File: config.mk
export PLATFORM = sky130hd
export DESIGN_NAME = table_round_block_cipher_unit_flat
export DESIGN_NICKNAME = d
export VERILOG_FILES = /design/src/rtl/trbc_pkg.sv /design/src/rtl/trbc_in_if.sv /design/src/rtl/trbc_out_if.sv /design/src/rtl/trbc_round.sv /design/src/rtl/table_round_block_cipher_unit.sv /design/src/flat_wrapper.sv
export SDC_FILE = /design/constraint.sdc
export NUM_CORES = 1
export LEC_CHECK = 0
export ABC_AREA = 1
export BUFFER_PORTS_ARGS = -buffer_cell sky130_fd_sc_hd__buf_4
export CORE_MARGIN = 2
export CORE_UTILIZATION = 55
export CTS_CLUSTER_SIZE = 20
export DETAILED_ROUTE_END_ITERATION = 6
export GPL_TIMING_DRIVEN = 1
export PLACE_DENSITY_LB_ADDON = 0.2
export SYNTH_ARGS = -nofsm -noshare
export SYNTH_HDL_FRONTEND = slang
export SYNTH_HIERARCHICAL = 1
export SYNTH_SLANG_ARGS = --single-unit
File: constraint.sdc
create_clock -name i_clk -period 10.6 [get_ports i_clk]
set_clock_uncertainty 0.15 [all_clocks]
set_input_delay 1.59 -clock i_clk [delete_from_list [all_inputs] [get_ports i_clk]]
set_output_delay 1.59 -clock i_clk [all_outputs]
set_load 0.02 [all_outputs]
File: src/rtl/trbc_pkg.sv
// ----------------------------------------------------------------------------
// trbc_pkg: shared definitions for the table round block cipher
// Byte tables, byte order list, register indexes and key rotation.
// ----------------------------------------------------------------------------
`default_nettype none

package trbc_pkg;

    localparam int BLOCK_W = 64;
    localparam int LIMIT_W = 8;
    localparam int KEY_W   = 80;
    localparam int CFG_W   = 64;
    localparam int IDX_W   = 1;

    localparam logic [IDX_W-1:0] CFG_KEY_LOW  = 1'd0;
    localparam logic [IDX_W-1:0] CFG_KEY_HIGH = 1'd1;

    localparam logic [LIMIT_W-1:0] LIMIT_MAX = 8'd254;
    localparam logic [3:0]         KEY_BYTES = 4'd10;

    typedef logic [7:0] t_byte;

    localparam t_byte ORDER [24] = '{
        8'd0, 8'd1, 8'd2, 8'd3, 8'd4, 8'd5, 8'd6, 8'd7,
        8'd0, 8'd1, 8'd2, 8'd3, 8'd4, 8'd5, 8'd6, 8'd7,
        8'd0, 8'd3, 8'd6, 8'd1, 8'd4, 8'd7, 8'd2, 8'd5
    };

    localparam t_byte TAB_A [256] = '{
        8'hDA, 8'h26, 8'hE8, 8'h72, 8'h11, 8'h52, 8'h3E, 8'h46,
        8'h32, 8'hFF, 8'h8C, 8'h1E, 8'hA7, 8'hBE, 8'h2C, 8'h29,
        8'h5F, 8'h86, 8'h7E, 8'h75, 8'h0A, 8'h08, 8'hA5, 8'h21,
        8'h61, 8'hFB, 8'h7A, 8'h58, 8'h60, 8'hF7, 8'h81, 8'h4F,
        8'hE4, 8'hFC, 8'hDF, 8'hB1, 8'hBB, 8'h6A, 8'h02, 8'hB3,
        8'h0B, 8'h6E, 8'h5D, 8'h5C, 8'hD5, 8'hCF, 8'hCA, 8'h2A,
        8'h14, 8'hB7, 8'h90, 8'hF3, 8'hD9, 8'h37, 8'h3A, 8'h59,
        8'h44, 8'h69, 8'hC9, 8'h78, 8'h30, 8'h16, 8'h39, 8'h9A,
        8'h0D, 8'h05, 8'h1F, 8'h8B, 8'h5E, 8'hEE, 8'h1B, 8'hC4,
        8'h76, 8'h43, 8'hBD, 8'hEB, 8'h42, 8'hEF, 8'hF9, 8'hD0,
        8'h4D, 8'hE3, 8'hF4, 8'h57, 8'h56, 8'hA3, 8'h0F, 8'hA6,
        8'h50, 8'hFD, 8'hDE, 8'hD2, 8'h80, 8'h4C, 8'hD3, 8'hCB,
        8'hF8, 8'h49, 8'h8F, 8'h22, 8'h71, 8'h84, 8'h33, 8'hE0,
        8'h47, 8'hC2, 8'h93, 8'hBC, 8'h7C, 8'h3B, 8'h9C, 8'h7D,
        8'hEC, 8'hC3, 8'hF1, 8'h89, 8'hCE, 8'h98, 8'hA2, 8'hE1,
        8'hC1, 8'hF2, 8'h27, 8'h12, 8'h01, 8'hEA, 8'hE5, 8'h9B,
        8'h25, 8'h87, 8'h96, 8'h7B, 8'h34, 8'h45, 8'hAD, 8'hD1,
        8'hB5, 8'hDB, 8'h83, 8'h55, 8'hB0, 8'h9E, 8'h19, 8'hD7,
        8'h17, 8'hC6, 8'h35, 8'hD8, 8'hF0, 8'hAE, 8'hD4, 8'h2B,
        8'h1D, 8'hA0, 8'h99, 8'h8A, 8'h15, 8'h00, 8'hAF, 8'h2D,
        8'h09, 8'hA8, 8'hF5, 8'h6C, 8'hA1, 8'h63, 8'h67, 8'h51,
        8'h3C, 8'hB2, 8'hC0, 8'hED, 8'h94, 8'h03, 8'h6F, 8'hBA,
        8'h3F, 8'h4E, 8'h62, 8'h92, 8'h85, 8'hDD, 8'hAB, 8'hFE,
        8'h10, 8'h2E, 8'h68, 8'h65, 8'hE7, 8'h04, 8'hF6, 8'h0C,
        8'h20, 8'h1C, 8'hA9, 8'h53, 8'h40, 8'h77, 8'h2F, 8'hA4,
        8'hFA, 8'h6D, 8'h73, 8'h28, 8'hE2, 8'hCD, 8'h79, 8'hC8,
        8'h97, 8'h66, 8'h8E, 8'h82, 8'h74, 8'h06, 8'hC7, 8'h88,
        8'h1A, 8'h4A, 8'h6B, 8'hCC, 8'h41, 8'hE9, 8'h9D, 8'hB8,
        8'h23, 8'h9F, 8'h3D, 8'hBF, 8'h8D, 8'h95, 8'hC5, 8'h13,
        8'hB9, 8'h24, 8'h5A, 8'hDC, 8'h64, 8'h18, 8'h38, 8'h91,
        8'h7F, 8'h5B, 8'h70, 8'h54, 8'h07, 8'hB6, 8'h4B, 8'h0E,
        8'h36, 8'hAC, 8'h31, 8'hE6, 8'hD6, 8'h48, 8'hAA, 8'hB4
    };

    localparam t_byte TAB_B [256] = '{
        8'h8E, 8'hD5, 8'h32, 8'h53, 8'h4B, 8'h18, 8'h7F, 8'h95,
        8'hBE, 8'h30, 8'hF3, 8'hE0, 8'h22, 8'hE1, 8'h68, 8'h90,
        8'h82, 8'hC8, 8'hA8, 8'h57, 8'h21, 8'hC5, 8'h38, 8'h73,
        8'h61, 8'h5D, 8'h5A, 8'hD6, 8'h60, 8'hB7, 8'h48, 8'h70,
        8'h2B, 8'h7A, 8'h1D, 8'hD1, 8'hB1, 8'hEC, 8'h7C, 8'hAA,
        8'h2F, 8'h1F, 8'h37, 8'h58, 8'h72, 8'h88, 8'hFF, 8'h87,
        8'h1C, 8'hCB, 8'h00, 8'hE6, 8'h4E, 8'hAB, 8'hEB, 8'hB3,
        8'hF7, 8'h59, 8'h71, 8'h6A, 8'h64, 8'h2A, 8'h55, 8'h4D,
        8'hFC, 8'hC0, 8'h51, 8'h01, 8'h2D, 8'hC4, 8'h54, 8'hE2,
        8'h9F, 8'h26, 8'h16, 8'h27, 8'hF2, 8'h9C, 8'h86, 8'h11,
        8'h05, 8'h29, 8'hA2, 8'h78, 8'h49, 8'hB2, 8'hA6, 8'hCA,
        8'h96, 8'hE5, 8'h33, 8'h3F, 8'h46, 8'hBA, 8'hD0, 8'hBB,
        8'h5F, 8'h84, 8'h98, 8'hE4, 8'hF9, 8'h0A, 8'h62, 8'hEE,
        8'hF6, 8'hCF, 8'h94, 8'hF0, 8'hEA, 8'h1E, 8'hBF, 8'h07,
        8'h9B, 8'hD9, 8'hE9, 8'h74, 8'hC6, 8'hA4, 8'hB9, 8'h56,
        8'h3E, 8'hDB, 8'hC7, 8'h15, 8'hE3, 8'h80, 8'hD7, 8'hED,
        8'hEF, 8'h13, 8'hAC, 8'hA1, 8'h91, 8'hC2, 8'h89, 8'h5B,
        8'h08, 8'h0B, 8'h4C, 8'h02, 8'h3A, 8'h5C, 8'hA9, 8'h3B,
        8'hCE, 8'h6B, 8'hA7, 8'hE7, 8'hCD, 8'h7B, 8'hA0, 8'h47,
        8'h09, 8'h6D, 8'hF8, 8'hF1, 8'h8B, 8'hB0, 8'h12, 8'h42,
        8'h4A, 8'h9A, 8'h17, 8'hB4, 8'h7E, 8'hAD, 8'hFE, 8'hFD,
        8'h2C, 8'hD3, 8'hF4, 8'hB6, 8'hA3, 8'hFA, 8'hDF, 8'hB8,
        8'hD4, 8'hDA, 8'h0F, 8'h50, 8'h93, 8'h66, 8'h6C, 8'h20,
        8'hD8, 8'h8A, 8'hDD, 8'h31, 8'h1A, 8'h8C, 8'h06, 8'hD2,
        8'h44, 8'hE8, 8'h23, 8'h43, 8'h6E, 8'h10, 8'h69, 8'h36,
        8'hBC, 8'h19, 8'h8D, 8'h24, 8'h81, 8'h14, 8'h40, 8'hC9,
        8'h6F, 8'h2E, 8'h45, 8'h52, 8'h41, 8'h92, 8'h34, 8'hFB,
        8'h5E, 8'h0D, 8'hF5, 8'h76, 8'h25, 8'h77, 8'h63, 8'h65,
        8'hAF, 8'h4F, 8'hCC, 8'h03, 8'h9D, 8'h0C, 8'h28, 8'h39,
        8'h85, 8'hDE, 8'hB5, 8'h7D, 8'h67, 8'h83, 8'hBD, 8'hC3,
        8'hDC, 8'h3C, 8'hAE, 8'h99, 8'h04, 8'h75, 8'h8F, 8'h97,
        8'hC1, 8'hA5, 8'h9E, 8'h35, 8'h0E, 8'h3D, 8'h1B, 8'h79
    };

    // bit 0 of byte k-1 moves into bit 7 of byte k, byte 9 wraps to byte 0
    function automatic logic [KEY_W-1:0] key_rotate(input logic [KEY_W-1:0] w);
        logic [KEY_W-1:0] r;
        r = '0;
        for (int k = 0; k < 10; k++) begin
            r[8*k +: 7] = w[8*k+1 +: 7];
            r[8*k+7]    = w[(8*k+72) % 80];
        end
        return r;
    endfunction

endpackage

`default_nettype wire

File: src/rtl/trbc_in_if.sv
// ----------------------------------------------------------------------------
// trbc_in_if: input word channel
// Valid/ready channel carrying one block, its round limit and order select.
// ----------------------------------------------------------------------------
`default_nettype none

interface trbc_in_if;
    logic                            valid;
    logic                            ready;
    logic [trbc_pkg::BLOCK_W-1:0]    block_in;
    logic [trbc_pkg::LIMIT_W-1:0]    round_limit;
    logic                            order_select;

    modport source (output valid, block_in, round_limit, order_select, input ready);
    modport sink   (input valid, block_in, round_limit, order_select, output ready);
endinterface

`default_nettype wire

File: src/rtl/trbc_out_if.sv
// ----------------------------------------------------------------------------
// trbc_out_if: output word channel
// Valid/ready channel carrying one transformed block.
// ----------------------------------------------------------------------------
`default_nettype none

interface trbc_out_if;
    logic                            valid;
    logic                            ready;
    logic [trbc_pkg::BLOCK_W-1:0]    block_out;

    modport source (output valid, block_out, input ready);
    modport sink   (input valid, block_out, output ready);
endinterface

`default_nettype wire

File: src/rtl/trbc_round.sv
// ----------------------------------------------------------------------------
// trbc_round: one table round
// Picks source and destination bytes, keys and looks up the source byte,
// and folds the table output into the destination byte.
// ----------------------------------------------------------------------------
`default_nettype none

module trbc_round (
    input  wire logic [trbc_pkg::BLOCK_W-1:0] i_blk,
    input  wire logic [7:0]                   i_kb,
    input  wire logic [3:0]                   i_pos,
    input  wire logic                         i_perm,
    output      logic [trbc_pkg::BLOCK_W-1:0] o_blk
);

    logic [3:0] dst_pos;
    logic [4:0] src_ix;
    logic [4:0] dst_ix;
    logic [2:0] src_b;
    logic [2:0] dst_b;
    logic [7:0] src;
    logic [7:0] lut_ix;
    logic [7:0] t;

    always_comb begin
        dst_pos = i_pos + 4'd1;
        src_ix  = {1'b0, i_pos}   + (i_perm ? 5'd8 : 5'd0);
        dst_ix  = {1'b0, dst_pos} + (i_perm ? 5'd8 : 5'd0);
        src_b   = trbc_pkg::ORDER[src_ix][2:0];
        dst_b   = trbc_pkg::ORDER[dst_ix][2:0];
        src     = i_blk[8*src_b +: 8];
        lut_ix  = src ^ i_kb;
        t       = i_kb[0] ? trbc_pkg::TAB_A[lut_ix] : trbc_pkg::TAB_B[lut_ix];
        o_blk   = i_blk;
        o_blk[8*dst_b +: 8] = i_blk[8*dst_b +: 8] ^ t;
    end

endmodule

`default_nettype wire

File: src/rtl/table_round_block_cipher_unit.sv
// ----------------------------------------------------------------------------
// table_round_block_cipher_unit: table round block cipher, top level
// Sequencer around a single shared round unit with key copy and rotation.
// ----------------------------------------------------------------------------
// A word runs one round per cycle from round 0 through its round limit (a
// round limit of 255 runs as 254) through the single shared table round
// unit; the wait state then hands the result to the output register once
// the output is free, and the unit returns to idle to take the next word.
// Input ready is low while a word is in work; a result still waiting on
// the output holds the finished word in the wait state and blocks the next
// acceptance. The key registers must only be written while the block is idle.
`default_nettype none

module table_round_block_cipher_unit (
    input  wire logic                          i_clk,
    input  wire logic                          i_rst_n,
    input  wire logic                          i_cfg_we,
    input  wire logic [trbc_pkg::IDX_W-1:0]    i_cfg_idx,
    input  wire logic [trbc_pkg::CFG_W-1:0]    i_cfg_data,
    trbc_in_if.sink                            i_in,
    trbc_out_if.source                         o_out
);

    localparam logic [1:0] ST_IDLE = 2'd0;
    localparam logic [1:0] ST_RUN  = 2'd1;
    localparam logic [1:0] ST_WAIT = 2'd2;

    logic [1:0]                      r_state;
    logic [63:0]                     r_key_low;
    logic [15:0]                     r_key_high;
    logic [trbc_pkg::KEY_W-1:0]      r_work;
    logic [trbc_pkg::BLOCK_W-1:0]    r_blk;
    logic [trbc_pkg::LIMIT_W-1:0]    r_last;
    logic [trbc_pkg::LIMIT_W-1:0]    r_rnd;
    logic [3:0]                      r_kix;
    logic                            r_perm;
    logic                            r_out_valid;
    logic [trbc_pkg::BLOCK_W-1:0]    r_out_blk;

    logic [trbc_pkg::KEY_W-1:0]      n_work;
    logic [7:0]                      kb;
    logic [trbc_pkg::BLOCK_W-1:0]    blk_next;
    logic                            in_fire;
    logic                            out_free;

    assign in_fire  = i_in.valid && i_in.ready;
    assign out_free = !r_out_valid || o_out.ready;

    assign i_in.ready      = (r_state == ST_IDLE);
    assign o_out.valid     = r_out_valid;
    assign o_out.block_out = r_out_blk;

    always_comb begin
        n_work = (r_kix == 4'd0) ? trbc_pkg::key_rotate(r_work) : r_work;
        kb     = n_work[8*r_kix +: 8];
    end

    trbc_round u_round (
        .i_blk  (r_blk),
        .i_kb   (kb),
        .i_pos  (r_rnd[3:0]),
        .i_perm (r_perm),
        .o_blk  (blk_next)
    );

    always_ff @(posedge i_clk) begin
        if (!i_rst_n) begin
            r_state     <= ST_IDLE;
            r_key_low   <= '0;
            r_key_high  <= '0;
            r_out_valid <= 1'b0;
        end else begin
            if (i_cfg_we) begin
                case (i_cfg_idx)
                    trbc_pkg::CFG_KEY_LOW:  r_key_low  <= i_cfg_data;
                    trbc_pkg::CFG_KEY_HIGH: r_key_high <= i_cfg_data[15:0];
                    default: ;
                endcase
            end

            if (r_state == ST_WAIT && out_free)
                r_out_valid <= 1'b1;
            else if (o_out.ready)
                r_out_valid <= 1'b0;

            case (r_state)
                ST_IDLE: begin
                    if (in_fire)
                        r_state <= ST_RUN;
                end
                ST_RUN: begin
                    if (r_rnd == r_last)
                        r_state <= ST_WAIT;
                end
                ST_WAIT: begin
                    if (out_free)
                        r_state <= ST_IDLE;
                end
                default: r_state <= ST_IDLE;
            endcase
        end
    end

    always_ff @(posedge i_clk) begin
        case (r_state)
            ST_IDLE: begin
                if (in_fire) begin
                    r_blk  <= i_in.block_in;
                    r_work <= {r_key_high, r_key_low};
                    r_last <= (i_in.round_limit > trbc_pkg::LIMIT_MAX) ?
                              trbc_pkg::LIMIT_MAX : i_in.round_limit;
                    r_perm <= i_in.order_select;
                    r_rnd  <= '0;
                    r_kix  <= '0;
                end
            end
            ST_RUN: begin
                r_blk  <= blk_next;
                r_work <= n_work;
                r_rnd  <= r_rnd + 8'd1;
                r_kix  <= (r_kix == trbc_pkg::KEY_BYTES - 4'd1) ? 4'd0 : r_kix + 4'd1;
            end
            ST_WAIT: begin
                if (out_free)
                    r_out_blk <= r_blk;
            end
            default: ;
        endcase
    end

endmodule

`default_nettype wire

File: src/flat_wrapper.sv
// flat-port wrapper written by rule: the top's interface ports become plain ports
module table_round_block_cipher_unit_flat 
  (i_clk, i_rst_n, i_cfg_we, i_cfg_idx, i_cfg_data, i_in_valid, i_in_block_in, i_in_round_limit, i_in_order_select, i_in_ready, o_out_valid, o_out_block_out, o_out_ready);
  trbc_in_if i_in_i ();
  trbc_out_if o_out_i ();
  input  wire logic i_clk;
  input  wire logic i_rst_n;
  input  wire logic i_cfg_we;
  input  wire logic [trbc_pkg::IDX_W-1:0] i_cfg_idx;
  input  wire logic [trbc_pkg::CFG_W-1:0] i_cfg_data;
  input wire logic [$bits(i_in_i.valid)-1:0] i_in_valid;
  input wire logic [$bits(i_in_i.block_in)-1:0] i_in_block_in;
  input wire logic [$bits(i_in_i.round_limit)-1:0] i_in_round_limit;
  input wire logic [$bits(i_in_i.order_select)-1:0] i_in_order_select;
  output wire logic [$bits(i_in_i.ready)-1:0] i_in_ready;
  output wire logic [$bits(o_out_i.valid)-1:0] o_out_valid;
  output wire logic [$bits(o_out_i.block_out)-1:0] o_out_block_out;
  input wire logic [$bits(o_out_i.ready)-1:0] o_out_ready;
  assign i_in_i.valid = i_in_valid;
  assign i_in_i.block_in = i_in_block_in;
  assign i_in_i.round_limit = i_in_round_limit;
  assign i_in_i.order_select = i_in_order_select;
  assign i_in_ready = i_in_i.ready;
  assign o_out_valid = o_out_i.valid;
  assign o_out_block_out = o_out_i.block_out;
  assign o_out_i.ready = o_out_ready;
  table_round_block_cipher_unit u_core (.i_clk(i_clk), .i_rst_n(i_rst_n), .i_cfg_we(i_cfg_we), .i_cfg_idx(i_cfg_idx), .i_cfg_data(i_cfg_data), .i_in(i_in_i), .o_out(o_out_i));
endmodule
==> run_results.csv <==
group,metric,value,unit
status,outcome,"finished, final reports clean",
detailed_routing,drc_errors,0,
sta,maxSlewViolCount,0,
yosys,synth_compound_area_frac,0.0820,
sta,whs,0.345,ns
global_routing,grt_pass1_wl,135000,µm
detailed_routing,via_per_inst,6.50,
critical_path,cp-start-kind,"flop",
yosys,netlist.area_leader.share,0.310,
yosys,synth.largest_area_cell,"edfxtp_1",
clock_network,cts_sinks,312,
yosys,synth_area,22200,µm²
critical_path,worstPathRequired,10.87,ns
hold_path,min_path_type,"flop to flop",
detailed_routing,num_vias,24500,
clock_network,cts_tree,"done",
yosys,synthSimpleGateAreaFrac,0.421,
detailed_routing,wirelength,90200,µm
power_and_ir_drop,finalPower,6.88,mW
global_routing,overflow,0,
sta,fin_crit,8.37,ns
power_and_ir_drop,power_density,281,nW/µm²
critical_path,max_stage_delay,0.86,ns
yosys,synth_enable_flop_cells,229,
global_routing,grt_max_degree,146,
power_and_ir_drop,power.leakage,11.0,nW
flow_run,drv_cap,0,
sta,setup_violations,0,
place,gp_congestion,1.05,
clock_network,max-clock-path-buffers,3,
die,die_x,205,µm
critical_path,crit_path_end_kind,"flop",
sta,tightest_slew,1.21,ns
critical_path,r2r_cells,28,
power_and_ir_drop,peakVddDrop,0.179,mV
yosys,ys_types,43,
critical_path,reg2reg_slack,2.23,ns
critical_path,arrival,8.64,ns
yosys,synth-async-reset-ratio,0,
clock_network,clkSlewWorstSetupHoldPaths,0.06,ns
critical_path,cp_slowest_cell,"nand3_1",
die,die_h,205,µm
sta,setup_ws,2.23,ns
detailed_routing,first_iter_violations,4315,
critical_path,r2r_start,"u_core/r_kix[2]",
yosys,synth_top_family_by_area,"simple AND/OR/NAND/NOR gates",
clock_network,cts_resized,0,
cells_and_area,fillCellCount,3597,
place,hpwl,61100,µm
die,coreArea,39700,µm²
detailed_routing,ant_nets,0,
clock_network,cts_setup_buffers,0,
critical_path,path_max_fanout,74,
critical_path,crit_path_frequent_cell,"nand2_1",
critical_path,reg2reg_to,"u_core/r_blk[28]",
yosys,synthMuxAreaShare,0.000508,
place,portBuffers,208,
sta,hold_violations,0,
clock_network,insertion_delay,0.56,ns
yosys,syn_avg_cell_area,6.95,µm²
yosys,yosysWarnings,6,
global_routing,grt_pass1_vias,22700,
yosys,yosys-top-cells-area,"edfxtp_1 31%, nand3_1 18%, nand2_1 14%, dfxtp_1 7.5%, nor2_1 6.3%",
cells_and_area,area_delta_synth_final,10.4,%
sta,period_share,0.790,
critical_path,worstSetupPathType,"flop to flop",
place,place_ws,2.97,ns
yosys,synthesis.nets,3364,
global_routing,track_usage,0.423,
sta,slew_headroom,0.187,
yosys,synth-xor-area-share,0.00497,
sta,final.setup.tns,0,ns
place,place_inst,3712,
clock_network,cts-root-buf,"clkbuf_16",
sta,max_freq,119,MHz
detailed_routing,drt_first_pass_iters,7,
yosys,synthCells,3189,
cells_and_area,nNetsFinal,3398,
detailed_routing,routedWlPerCell,23.9,µm
global_routing,antenna_found_initial,1,
clock_network,tritoncts.num_buffers,34,
cells_and_area,num_antenna_cells,0,
critical_path,startpoint,"u_core/r_kix[2]",
yosys,synth-seq-cells,312,
die,start_util,0.558,
die,std_cell_rows,73,
die,dieArea,41900,µm²
cells_and_area,drive_above_1_share,0.117,
yosys,synth_ff_type,"edfxtp_1",
clock_network,hold_buffers,0,
yosys,ys_seq_area_frac,0.385,
die,io_pins,209,
cells_and_area,final_cells,3770,
sta,rsz0062_at_grt,"false",
yosys,yosys.area_share.adder,0.0181,
clock_network,cts.htree.levels,2,
critical_path,crit_path_end,"u_core/r_blk[28]",
==> final cells by class <==
type / count / area (µm²) / share of cell area
repair buffers: 238 / 1800 / 0.0735
multi-input cells: 2477 / 11700 / 0.480
well taps: 525 / 657 / 0.0268
clock buffers: 54 / 1080 / 0.0442
clock inverters: 4 / 42.5 / 0.00174
flip-flops and latches: 312 / 8540 / 0.349
inverters: 160 / 608 / 0.0249
==> cell usage after synthesis (all sizes together) (3+ instances only) <==
cell type,number
a211oi,4
clkbuf,70
inv,154
nand4,29
nand2,860
o21ai,177
nor2,377
clkinv,6
nand3b,3
a31oi,38
dfxtp,83
or2,3
o211ai,9
buf,170
ha,32
nand3,809
a21oi,116
nor3,5
edfxtp,229
xnor2,8
==> cells in the final DEF (no fill, tap or decap), types with 2 or more instances in the layout <==
| master | synthesis | final |
|---|---|---|
| a211oi_1 | 4 | 4 |
| a21oi_1 | 116 | 116 |
| a31oi_1 | 38 | 38 |
| buf_4 | 23 | 237 |
| clkbuf_1 | 70 | 10 |
| clkbuf_16 | 0 | 39 |
| clkbuf_8 | 0 | 5 |
| clkinv_1 | 6 | 6 |
| dfxtp_1 | 83 | 83 |
| edfxtp_1 | 229 | 229 |
| ha_1 | 32 | 31 |
| inv_1 | 143 | 143 |
| inv_2 | 9 | 8 |
| inv_4 | 2 | 3 |
| inv_6 | 0 | 2 |
| nand2_1 | 826 | 825 |
| nand2_2 | 22 | 20 |
| nand2_4 | 10 | 12 |
| nand2_8 | 2 | 3 |
| nand3_1 | 779 | 779 |
| nand3_2 | 27 | 27 |
| nand3_4 | 3 | 3 |
| nand3b_1 | 3 | 3 |
| nand4_1 | 29 | 29 |
| nor2_1 | 373 | 372 |
| nor2_4 | 3 | 5 |
| nor3_1 | 4 | 3 |
| nor3_2 | 1 | 2 |
| o211ai_1 | 9 | 9 |
| o21a_1 | 2 | 2 |
| o21ai_0 | 166 | 166 |
| o21ai_1 | 11 | 11 |
| or2_2 | 3 | 3 |
| xnor2_1 | 6 | 6 |
==> kinds of logic after synthesis <==
kind of cell | Yosys count
simple gates | 2088
buf+inv | 400
compound gates | 346
flops | 312
fa+ha+maj | 32
xor+xnor | 10
mux | 1
==> critical path, delay by kind of cell (launching register included) <==
kind            cells  cell delay [ns]
flops               1             0.59
buf+inv             2             1.08
simple gates       24             5.48
compound gates      1             0.25
fa+ha+maj           1             0.63
==> report_power, final <==
part	total [mW]	switching, mW	internal, mW
registers	1.56	0.0991	1.46
clock network	1.20	0.495	0.706
logic	4.12	3.08	1.04
==> through the flow <==
step | utilization | area [µm²]
floorplan | - | 22200
global placement | 0.587 | 23300
detailed placement | 0.587 | 23300
CTS | 0.616 | 24500
global route | 0.616 | 24500
finish | 0.616 | 24500
==> sequential cells by signal (all words and copies together) (netlist names) <==
register                flops
u_core/r_perm               1
u_core/r_key_high          16
u_core/r_last               8
u_core/r_state              2
u_core/o_out.block_out     64
u_core/r_rnd                8
u_core/r_kix                4
u_core/r_key_low           64
u_core/r_work              80
u_core/r_blk               64
u_core/o_out.valid          1
==> worst min path at each step <==
stage | startpoint | endpoint | slack [ns] | depth (start not counted)
5_1_grt | u_core/r_key_high[5] | u_core/r_key_high[5] | 0.37 | 2
6_report | u_core/r_key_high[12] | u_core/r_key_high[12] | 0.34 | 2
3_5_place_dp | u_core/r_key_high[0] | u_core/r_key_high[0] | 0.33 | 2
4_1_cts | u_core/r_key_high[0] | u_core/r_key_high[0] | 0.34 | 2
3_3_place_gp | u_core/r_key_high[0] | u_core/r_key_high[0] | 0.32 | 2
2_1_floorplan | u_core/r_blk[13] | u_core/o_out.block_out[13] | 0.30 | 0
==> metal layers <==
metal / GRT usage / wire length, µm / vias up
met2: 0.649 / 39800 / 1987
met5: 0 / 13 / -
met1: 0.554 / 32900 / 11300
met3: 0.0982 / 12100 / 372
met4: 0.228 / 5500 / 2
li1: - / - / 10900
(Power assumes the default switching activity.)
